File: config.mk
export PLATFORM = sky130hd
export DESIGN_NAME = dcci_queue
export DESIGN_NICKNAME = d
export VERILOG_FILES = /design/src/hw/rtl/dcci_pkg.sv /design/src/hw/rtl/dcci_queue.sv
export SDC_FILE = /design/constraint.sdc
export NUM_CORES = 1
export LEC_CHECK = 0
export ABC_AREA = 1
export BUFFER_PORTS_ARGS = -buffer_cell sky130_fd_sc_hd__buf_4
export CORE_UTILIZATION = 55
export CTS_BUF_LIST = sky130_fd_sc_hd__clkbuf_8
export DETAILED_ROUTE_END_ITERATION = 7
export GPL_ROUTABILITY_DRIVEN = 1
export HOLD_SLACK_MARGIN = 0.06
export PLACE_DENSITY_LB_ADDON = 0.25
export SETUP_SLACK_MARGIN = 0.3
export SYNTH_ARGS = -nofsm -noshare
export SYNTH_HDL_FRONTEND = slang
export SYNTH_SLANG_ARGS = --single-unit
File: constraint.sdc
create_clock -name clk -period 6.6 [get_ports clk]
set_input_delay 0.33 -clock clk [delete_from_list [all_inputs] [get_ports clk]]
set_output_delay 0.33 -clock clk [all_outputs]
set_load 0.02 [all_outputs]
File: src/hw/rtl/dcci_pkg.sv
// ----------------------------------------------------------------------------
// dcci_pkg
// Shared types and codes for the DMA command cluster interleaver.
// ----------------------------------------------------------------------------
package dcci_pkg;

  localparam int PAYLOAD_W   = 64;
  localparam int DIR_W       = 3;
  localparam int CLU_W       = 4;
  localparam int CLUSTER_IDS = 16;
  localparam int MASK_W      = 8;

  localparam logic CMD_PUSH   = 1'b0;
  localparam logic CMD_END    = 1'b1;
  localparam logic KIND_DMA   = 1'b0;
  localparam logic KIND_OTHER = 1'b1;

  // register select, taken from paddr[2]
  localparam logic REG_MASK = 1'b0;
  localparam logic REG_LOOP = 1'b1;

  typedef struct packed {
    logic                 flush_pre;
    logic                 append;
    logic                 flush_post;
    logic                 emit;
    logic                 kind;
    logic [DIR_W-1:0]     direction;
    logic [CLU_W-1:0]     cluster;
    logic [PAYLOAD_W-1:0] payload;
  } op_t;

endpackage

File: src/hw/rtl/dcci_queue.sv
// ----------------------------------------------------------------------------
// dcci_queue
// Two-entry operation queue between front and back.
// ----------------------------------------------------------------------------
module dcci_queue (
  input  logic           clk,
  input  logic           rst_n,
  input  logic           push,
  input  dcci_pkg::op_t  push_op,
  output logic           can_push,
  input  logic           pop,
  output dcci_pkg::op_t  head_op,
  output logic           head_valid
);

  dcci_pkg::op_t mem_r [2];
  logic       wr_ptr_r, rd_ptr_r;
  logic [1:0] fill_r;
  logic       do_push, do_pop;

  assign can_push   = (fill_r != 2'd2);
  assign head_valid = (fill_r != 2'd0);
  assign head_op    = mem_r[rd_ptr_r];
  assign do_push    = push && can_push;
  assign do_pop     = pop && head_valid;

  always_ff @(posedge clk) begin
    if (do_push) begin
      mem_r[wr_ptr_r] <= push_op;
    end
  end

  always_ff @(posedge clk) begin
    if (!rst_n) begin
      wr_ptr_r <= 1'b0;
      rd_ptr_r <= 1'b0;
      fill_r   <= 2'd0;
    end else begin
      if (do_push) wr_ptr_r <= ~wr_ptr_r;
      if (do_pop)  rd_ptr_r <= ~rd_ptr_r;
      if (do_push && !do_pop) begin
        fill_r <= fill_r + 2'd1;
      end else if (do_pop && !do_push) begin
        fill_r <= fill_r - 2'd1;
      end
    end
  end

endmodule

==> results.sh <==
export IMPL_seq_power_share_pct=46.3
export IMPL_htreeDepth=4
export IMPL_grt_max_degree=77
export IMPL_cts_made_buffers=17
export IMPL_cp_slowest_cell="dfxtp_4"
export IMPL_min_period_ns=2.74
export IMPL_rsz0062_at_grt="no"
export IMPL_area_growth_pct=40.8
export IMPL_rows=37
export IMPL_antenna_found_initial=0
export IMPL_die_area_um2=11100
export IMPL_vias=3257
export IMPL_combPwrFrac_pct=30.0
export IMPL_cts_root_buf="clkbuf_8"
export IMPL_nFillCells=535
export IMPL_hold_violations=0
export IMPL_slowest_delay_ns=0.71
export IMPL_startpoint_type="flop"
export IMPL_place_gp_congestion=0.725
export IMPL_cp_max_fo=44
export IMPL_yosys_top_cells_area="edfxtp_1 (78%), mux2_4 (10%), mux2_2 (6.9%)"
export IMPL_ys_top_cells_by_count="edfxtp_1 (152), mux2_4 (40), mux2_2 (36), nand2_1 (9)"
export IMPL_die_y_um=105
export IMPL_p_leak_nw=3.22
export IMPL_place_area_um2=7200
export IMPL_synth_cell_types=16
export IMPL_start_util_pct=56.9
export IMPL_io_buffers=157
export IMPL_clockBufferDepth=2
export IMPL_cts_tree="done"
export IMPL_hold_class="primary input to flop"
export IMPL_drt_first_pass_iters=4
export IMPL_synth_avg_cell_area_um2=21.5
export IMPL_maxSlewHeadroom_pct=33.4
export IMPL_p_per_area_nw_per_um2=347
export IMPL_arrival_ns=2.41
export IMPL_synth_cells=273
export IMPL_synth_edf_count=152
export IMPL_routedWlPerCell_um=16.8
export IMPL_ios=158
export IMPL_switchingPower_w=0.000875
export IMPL_yosysMostFrequentCell="edfxtp_1"
export IMPL_grt_usage_pct=20.7
export IMPL_finalCritPeriodShare_pct=41.5
export IMPL_cts_clk_slew_worst_paths_ns=0.09
export IMPL_cp_end_kind="output port"
export IMPL_yosys_register_bits=157
export IMPL_drive_gt1_share_pct=51.1
export IMPL_tns_ns=0
export IMPL_synth_seq_area_share_pct=79.4
export IMPL_ys_warn_count=0
export IMPL_hpwl_mm=6.69
export IMPL_antenna_cells=0
export IMPL_required_ns=6.27
export IMPL_worstSetupPathType="flop to output port"
export IMPL_synth_top_area_cell="edfxtp_1"
export IMPL_ys_flop_type="edfxtp_1"
export IMPL_cts_setup_buffers=0
export IMPL_drc=0
export IMPL_worstPathCellList="buf_4 -> mux2_2 -> buf_4"
export IMPL_clk_latency_ns=0.44
export IMPL_swShare_pct=30.5
export IMPL_critPathBufInv=2
export IMPL_drv_slew=0
export IMPL_drt_iter0_markers=156
export IMPL_clock_fmax_ghz=0.365
export IMPL_reg2reg_slack_ns=4.55
export IMPL_async_flop_share_pct=0
export IMPL_grt_first_pass_wirelength_mm=17.0
export IMPL_routed_wl_mm=11.1
export IMPL_design_area_um2=8270
export IMPL_yosysTopAreaCellShare_pct=77.7
export IMPL_fin_skew_ns=0.0137
export IMPL_final_net_count=594
export IMPL_ir_drop_v=0.000245
export IMPL_ant_nets=0
export IMPL_clkPwrFrac_pct=23.7
export IMPL_cp_top_family="buffers and inverters"
export IMPL_drt_vias_per_instance=4.92
export IMPL_first_global_vias=3424
export IMPL_core_um2=10300
export IMPL_setup_viol=0
export IMPL_syn_nets=354
export IMPL_die_width_um=105
export IMPL_clock_sinks=157
export IMPL_status="finished, final reports clean"
export IMPL_gr_total_overflow=0
export IMPL_drv_cap=0
export IMPL_syn_area_um2=5880
export IMPL_path_common_cell="buf_4"
export IMPL_tightestPinTransition_ns=1.00
export IMPL_p_int_w=0.00200
==> state kept, by name, indices dropped and copies added (netlist names), named ones only <==
| signal | flops |
|---|---|
| fill_r | 2 |
| mem_r | 152 |
| rd_ptr_r | 1 |
| wr_ptr_r | 1 |
==> metal layers <==
layer | vias up | wire (µm) | global-route usage (%)
met1 | 1575 | 4580 | 25.1
met3 | 7 | 740 | 6.80
li1 | 1541 | - | -
met2 | 134 | 5750 | 35.4
met5 | - | 0 | 0
met4 | 0 | 75 | 6.04
==> cell families (layout without fill, tap and decap cells) <==
family / count (synthesis) / count (layout) / share of synthesized area (%)
AO/OA/AOI/OAI: 4 / 4 / 0.383
adder cells (fa/ha/maj): 1 / 1 / 0.213
buffers and inverters: 16 / 269 / 1.66
flip-flops: 157 / 157 / 79.4
multiplexers: 76 / 76 / 17.1
AND/OR/NAND/NOR: 19 / 19 / 1.28
==> layout by cell type, fill, tap and decap left out, types with 3 or more instances in the layout <==
cell type,instances
buf_4,160
clkbuf_8,17
dfxtp_1,4
dlygate4sd3_1,69
edfxtp_1,152
inv_1,8
inv_6,7
inv_8,3
mux2_2,36
mux2_4,40
nand2_1,9
nor2_1,6
==> repair_timing <==
action,4_1_cts,5_1_grt
hold buffers,64,5
resized for setup,0,0
hold endpoints to repair,121,10
==> final timing paths <==
kind	start	end	cells past startpoint
max	flop	head_op[8]	3
min	push_op[48]	mem_r[0][48]	1
max reg2reg	fill_r[0]	mem_r[0][73]	5
min reg2reg	rd_ptr_r	flop	2
==> per-stage QoR <==
step                      utilization [%]  std cells  power, W  worst slack [ns]  hold WS, ns
after floorplan                         -        273   0.00187              2.19        0.429
after global placement               69.7        561   0.00216              4.32        0.483
after detailed placement             69.7        561   0.00218              4.30        0.518
after CTS                            79.7        657   0.00289              3.81       0.0601
after global routing                 80.1        662   0.00298              3.71       0.0604
final                                80.1        662   0.00287              3.86       0.0932
==> power by group through the flow <==
stage | logic, W | registers, W | clock network [W]
floorplan | 0.000551 | 0.00132 | 0
global placement | 0.000813 | 0.00135 | 0
detailed placement | 0.000827 | 0.00135 | 0
CTS | 0.000861 | 0.00133 | 0.000696
global route | 0.000907 | 0.00134 | 0.000733
finish | 0.000860 | 0.00133 | 0.000681
==> layout make-up <==
type | instances | area [µm²] | area share [%]
flip-flops and latches | 157 | 4670 | 56.4
repair buffers | 229 | 1890 | 22.9
multi-input cells | 100 | 1130 | 13.7
clock buffers | 17 | 234 | 2.83
well taps | 136 | 170 | 2.06
clock inverters | 15 | 149 | 1.80
inverters | 8 | 30.0 | 0.363
No activity file was read; power rests on OpenSTA's default activity.
