--- config.mk ---
export PLATFORM = sky130hd
export DESIGN_NAME = dcci_front_flat
export DESIGN_NICKNAME = d
export VERILOG_FILES = /design/src/hw/rtl/dcci_pkg.sv /design/src/hw/rtl/dcci_if.sv /design/src/hw/rtl/dcci_front.sv /design/src/flat_wrapper.sv
export SDC_FILE = /design/constraint.sdc
export NUM_CORES = 1
export LEC_CHECK = 0
export BUFFER_PORTS_ARGS = -buffer_cell sky130_fd_sc_hd__clkbuf_2
export CORE_UTILIZATION = 33
export CTS_CLUSTER_SIZE = 25
export DETAILED_ROUTE_END_ITERATION = 12
export GPL_TIMING_DRIVEN = 1
export PLACE_DENSITY = 0.83
export SETUP_SLACK_MARGIN = 0.02
export SLEW_MARGIN = 20
export SYNTH_ARGS = -nofsm -noshare
export SYNTH_HDL_FRONTEND = slang
export SYNTH_SLANG_ARGS = --single-unit
--- constraint.sdc ---
create_clock -name clk -period 2.6 [get_ports clk]
set_input_delay 0.13 -clock clk [delete_from_list [all_inputs] [get_ports clk]]
set_output_delay 0.13 -clock clk [all_outputs]
set_load 0.01 [all_outputs]
--- src/hw/rtl/dcci_pkg.sv ---
// ----------------------------------------------------------------------------
// dcci_pkg
// Shared types and codes for the DMA command cluster interleaver.
// ----------------------------------------------------------------------------
package dcci_pkg;

  localparam int PAYLOAD_W   = 64;
  localparam int DIR_W       = 3;
  localparam int CLU_W       = 4;
  localparam int CLUSTER_IDS = 16;
  localparam int MASK_W      = 8;

  localparam logic CMD_PUSH   = 1'b0;
  localparam logic CMD_END    = 1'b1;
  localparam logic KIND_DMA   = 1'b0;
  localparam logic KIND_OTHER = 1'b1;

  // register select, taken from paddr[2]
  localparam logic REG_MASK = 1'b0;
  localparam logic REG_LOOP = 1'b1;

  typedef struct packed {
    logic                 flush_pre;
    logic                 append;
    logic                 flush_post;
    logic                 emit;
    logic                 kind;
    logic [DIR_W-1:0]     direction;
    logic [CLU_W-1:0]     cluster;
    logic [PAYLOAD_W-1:0] payload;
  } op_t;

endpackage

--- src/hw/rtl/dcci_if.sv ---
// ----------------------------------------------------------------------------
// dcci_if
// Valid/ready stream interfaces for command input and segment output.
// ----------------------------------------------------------------------------
interface dcci_in_if;
  logic        valid;
  logic        ready;
  logic        cmd;
  logic        seg_kind;
  logic [2:0]  direction;
  logic [3:0]  cluster;
  logic [63:0] payload;

  modport source (output valid, cmd, seg_kind, direction, cluster, payload, input ready);
  modport sink   (input valid, cmd, seg_kind, direction, cluster, payload, output ready);
endinterface


--- src/hw/rtl/dcci_front.sv ---
// ----------------------------------------------------------------------------
// dcci_front
// Classifies incoming commands into back-end operations; tracks run state.
// ----------------------------------------------------------------------------
module dcci_front #(
  parameter int RUN_DEPTH = 32
) (
  input  logic                          clk,
  input  logic                          rst_n,
  dcci_in_if.sink                       in_s,
  input  logic [dcci_pkg::DIR_W-1:0]    loop_dir,
  output dcci_pkg::op_t                 op,
  output logic                          op_valid,
  input  logic                          op_ready
);

  localparam int CW = $clog2(RUN_DEPTH + 1);

  logic [CW-1:0]              count_r, count_nxt;
  logic [dcci_pkg::DIR_W-1:0] rdir_r, rdir_nxt;
  logic                       skip_r, skip_nxt;
  logic [CW-1:0]              base;
  logic                       accept;

  assign in_s.ready = op_ready;
  assign accept     = in_s.valid && op_ready;
  assign op_valid   = in_s.valid;

  always_comb begin
    op            = '0;
    op.payload    = in_s.payload;
    count_nxt     = count_r;
    rdir_nxt      = rdir_r;
    skip_nxt      = skip_r;
    base          = count_r;
    if (in_s.cmd == dcci_pkg::CMD_END) begin
      op.flush_pre = 1'b1;
      count_nxt    = '0;
      skip_nxt     = 1'b0;
    end else if (skip_r) begin
      op.flush_pre = 1'b1;
      op.emit      = 1'b1;
      op.kind      = in_s.seg_kind;
      if (in_s.seg_kind == dcci_pkg::KIND_DMA) begin
        op.direction = in_s.direction;
        op.cluster   = in_s.cluster;
      end
      count_nxt = '0;
      skip_nxt  = 1'b0;
    end else if (in_s.seg_kind == dcci_pkg::KIND_DMA && in_s.direction == loop_dir) begin
      op.flush_pre = 1'b1;
      op.emit      = 1'b1;
      op.kind      = dcci_pkg::KIND_DMA;
      op.direction = in_s.direction;
      op.cluster   = in_s.cluster;
      count_nxt    = '0;
      skip_nxt     = 1'b1;
    end else if (in_s.seg_kind == dcci_pkg::KIND_DMA) begin
      if (count_r != '0 && in_s.direction != rdir_r) begin
        op.flush_pre = 1'b1;
        base         = '0;
      end
      op.append    = 1'b1;
      op.kind      = dcci_pkg::KIND_DMA;
      op.direction = in_s.direction;
      op.cluster   = in_s.cluster;
      rdir_nxt     = in_s.direction;
      if (base + 1'b1 == CW'(RUN_DEPTH)) begin
        op.flush_post = 1'b1;
        count_nxt     = '0;
      end else begin
        count_nxt = base + 1'b1;
      end
    end else begin
      op.flush_pre = 1'b1;
      op.emit      = 1'b1;
      op.kind      = dcci_pkg::KIND_OTHER;
      count_nxt    = '0;
    end
  end

  always_ff @(posedge clk) begin
    if (!rst_n) begin
      count_r <= '0;
      rdir_r  <= '0;
      skip_r  <= 1'b0;
    end else if (accept) begin
      count_r <= count_nxt;
      rdir_r  <= rdir_nxt;
      skip_r  <= skip_nxt;
    end
  end

endmodule

--- src/flat_wrapper.sv ---
// flat-port wrapper written by rule: the top's interface ports become plain ports
module dcci_front_flat 
#(
  parameter int RUN_DEPTH = 32
)
  (clk, rst_n, loop_dir, op, op_valid, op_ready, in_s_valid, in_s_cmd, in_s_seg_kind, in_s_direction, in_s_cluster, in_s_payload, in_s_ready);
  dcci_in_if in_s_i ();
  input  logic clk;
  input  logic rst_n;
  input  logic [dcci_pkg::DIR_W-1:0] loop_dir;
  output dcci_pkg::op_t op;
  output logic op_valid;
  input  logic op_ready;
  input wire logic [$bits(in_s_i.valid)-1:0] in_s_valid;
  input wire logic [$bits(in_s_i.cmd)-1:0] in_s_cmd;
  input wire logic [$bits(in_s_i.seg_kind)-1:0] in_s_seg_kind;
  input wire logic [$bits(in_s_i.direction)-1:0] in_s_direction;
  input wire logic [$bits(in_s_i.cluster)-1:0] in_s_cluster;
  input wire logic [$bits(in_s_i.payload)-1:0] in_s_payload;
  output wire logic [$bits(in_s_i.ready)-1:0] in_s_ready;
  assign in_s_i.valid = in_s_valid;
  assign in_s_i.cmd = in_s_cmd;
  assign in_s_i.seg_kind = in_s_seg_kind;
  assign in_s_i.direction = in_s_direction;
  assign in_s_i.cluster = in_s_cluster;
  assign in_s_i.payload = in_s_payload;
  assign in_s_ready = in_s_i.ready;
  dcci_front #(.RUN_DEPTH(RUN_DEPTH)) u_core (.clk(clk), .rst_n(rst_n), .in_s(in_s_i), .loop_dir(loop_dir), .op(op), .op_valid(op_valid), .op_ready(op_ready));
endmodule
==> results.txt <==
syn_area_per_cell - 7.693 sq um
gr ovfl total - 0
post-route ant nets - 0
Max-slew headroom - 65.83%
Leak - 0.0004378 uW
Cells after Synth - 168
global-route wire length before repair - 3.270 mm
final setup fails - 0
status - complete, no violations
Cell Chain, Critical Path - xor2_1 -> nor3_2 -> and2_1 -> ha_1 -> nand2_1 -> nor4bb_1 -> clkbuf_2
mapped cell area - 1292 sq um
CP Capture Type - output pin
dpl cell area - 979.7 sq um
Worst Path Max Fanout - 8
DR iter-0 viols - 19
sequential area share after synthesis - 15.49%
CTS Buf Count - 3
peak per-stage delay on the critical path - 400 ps
slowest CP cell - nor4bb_1
number of global-route vias before repair - 819
TritonCTS clock tree - yes
Initial Util - 34.78%
First-pass DRT Iterations - 4
Tmin final - 2368 ps
unrepaired setup endpoints after global routing - false
r2r setup slk - 500 ps
post-synthesis cell type count - 37
Worst-Margin Slew - 508.3 ps
Total GRT Usage - 9.926%
global placer's final weighted congestion - 0.8494
synth warn - 0
DP HPWL - 1.575 mm
Nets - 213
hold_buf cts - 0
Hold Vio Cnt, Final - 0
die span in y - 64.59 um
hold crit path type - primary input to register
Total Power - 431.0 uW
num rows - 22
post-cts resize count - 0
leading area contributor after synthesis - buf_4
fin area - 1035 sq um
layout cells sized above 1 - 29.77%
FF-to-FF End - u_core.count_r[2]
critical path type - register to output pin
detailed-route DRC error count - 0
nature of the critical path startpoint - register
drt total wl - 2.032 mm
period utilization - 91.08%
WP data required - 2470 ps
Synth-to-Final Area Change - -19.94%
R2R depth - 8
total number of vias - 892
hold depth - 3
FF+latch count, synth - 10
clock latency on the worst-skew pair - 230 ps
Peak VDD IR - 0.1184 mV
ant diodes - 0
most common cell after layout, fill and taps aside - clkbuf_2
filler cell count in the final layout - 387
metal3 WL - 159 um
Fmax - 0.4223 GHz
Die Width - 64.59 um
Reg2Reg Launch Point - u_core.rdir_r[2]
CP arrival - 2240 ps
largest net degree at the start of global routing - 15
pwr dens - 416.5 nW/um^2
Slew Viols, Final - 0
Avg Vias per Cell - 4.983
worst hold slack - 203.7 ps
CTS clock-pin slew for the worst setup and hold paths - 50 ps
setup_tns - 0 ps
Root Buffer - clkbuf_8
full die area - 4171 sq um
I/O Pins - 158
initial antenna violation count - 0
H-tree depth - 1
Max clock buf depth - 2
Hold Path End - u_core.count_r[4]
Synth area leaders - buf_4 (38%), dfxtp_1 (15%), and2_1 (5.3%)
met1 wire length - 777 um
postcts setup bufs - 0
Buffers on Ports - 29
max_cap viols - 0
Routed WL per cell - 11.35 um
syn nets - 249
met2 wire length - 1.024 mm
Core Area - 3716 sq um
worst hold start - rst_n
most frequent cells in the layout - clkbuf_2 (29), and2_1 (11), nand3_1 (11)
top cell type's share of synthesized area - 38.33%
Max Used Layer - met4
# clock sinks - 10
Final Skew - 0.9685 ps
per-stage QoR:
stage	cells	util [%]	setup WS (ps)
6_report	179	27.85	232.0
5_1_grt	179	27.85	111.4
2_1_floorplan	168	-	628.9
4_1_cts	179	27.85	268.7
3_3_place_gp	175	26.36	611.9
3_5_place_dp	175	26.36	531.3
logic make-up (layout without fill, tap and decap cells):
| family | Yosys count | in the layout | share of synthesized area, % |
|---|---|---|---|
| simple gates | 51 | 51 | 23.04 |
| buf+inv | 73 | 36 | 40.95 |
| fa+ha+maj | 1 | 1 | 0.9679 |
| xor+xnor | 9 | 9 | 6.099 |
| compound gates | 24 | 24 | 13.46 |
| flops | 10 | 10 | 15.49 |
report_power, final:
group          internal, uW  total, uW  leakage (uW)  switching [uW]
logic                  31.2       80.3      0.000328            49.1
registers               155        157     0.0000807            1.54
clock network           133        194     0.0000288            60.8
metal layers:
metal  vias up  global-route usage [%]
met5         -                       0
met1       413                   10.00
met4         0                   9.167
met2        34                   16.45
met3        11                   2.817
li1        434                       -
how the worst max path moves through the flow:
stage | start | endpoint | slack, ps | cells past startpoint
floorplan | u_core.rdir_r[0] | u_core.count_r[2] | 630 | 9
global placement | u_core.rdir_r[0] | u_core.count_r[2] | 610 | 8
detailed placement | u_core.rdir_r[2] | u_core.count_r[2] | 530 | 8
CTS | u_core.rdir_r[2] | op[73] | 270 | 7
global route | u_core.rdir_r[2] | op[73] | 110 | 7
finish | u_core.rdir_r[2] | op[73] | 230 | 7
worst max-delay path: cells and delay by family, from the launching register on:
| kind | cells | cell delay, ps |
|---|---|---|
| adder cells (fa/ha/maj) | 1 | 280 |
| buffers and inverters | 1 | 210 |
| XOR/XNOR | 1 | 210 |
| AND/OR/NAND/NOR | 4 | 990 |
| flip-flops | 1 | 310 |
area by class of cell:
cell class              instances  area (sq um)  area share, %
clock buffers                   4         55.05          5.320
flip-flops and latches         10         200.2          19.35
multi-input cells              85         563.0          54.41
well taps                      48         60.06          5.804
repair buffers                 29         145.1          14.03
inverters                       3         11.26          1.088
cell usage after synthesis (all sizes together):
cell,count
xnor2,3
or4,2
clkbuf,3
o211ai,1
nand2b,1
dfxtp,10
nand3,11
a21oi,7
a2bb2oi,1
nand4,2
a41o,1
o21bai,1
nand2,9
o2111ai,1
inv,3
a211o,1
a311oi,1
nor4,2
ha,1
nor2b,1
buf,67
nor2,4
a31oi,3
and2,11
a211oi,1
a32o,1
nor4bb,1
and4b,1
o21ai,4
xor2,6
o31ai,1
nor3,6
flip-flops by register name (all words and copies together), names as in the netlist:
name / cells
u_core.skip_r: 1
u_core.count_r: 6
u_core.rdir_r: 3
Power figures use the tool's default switching activity.
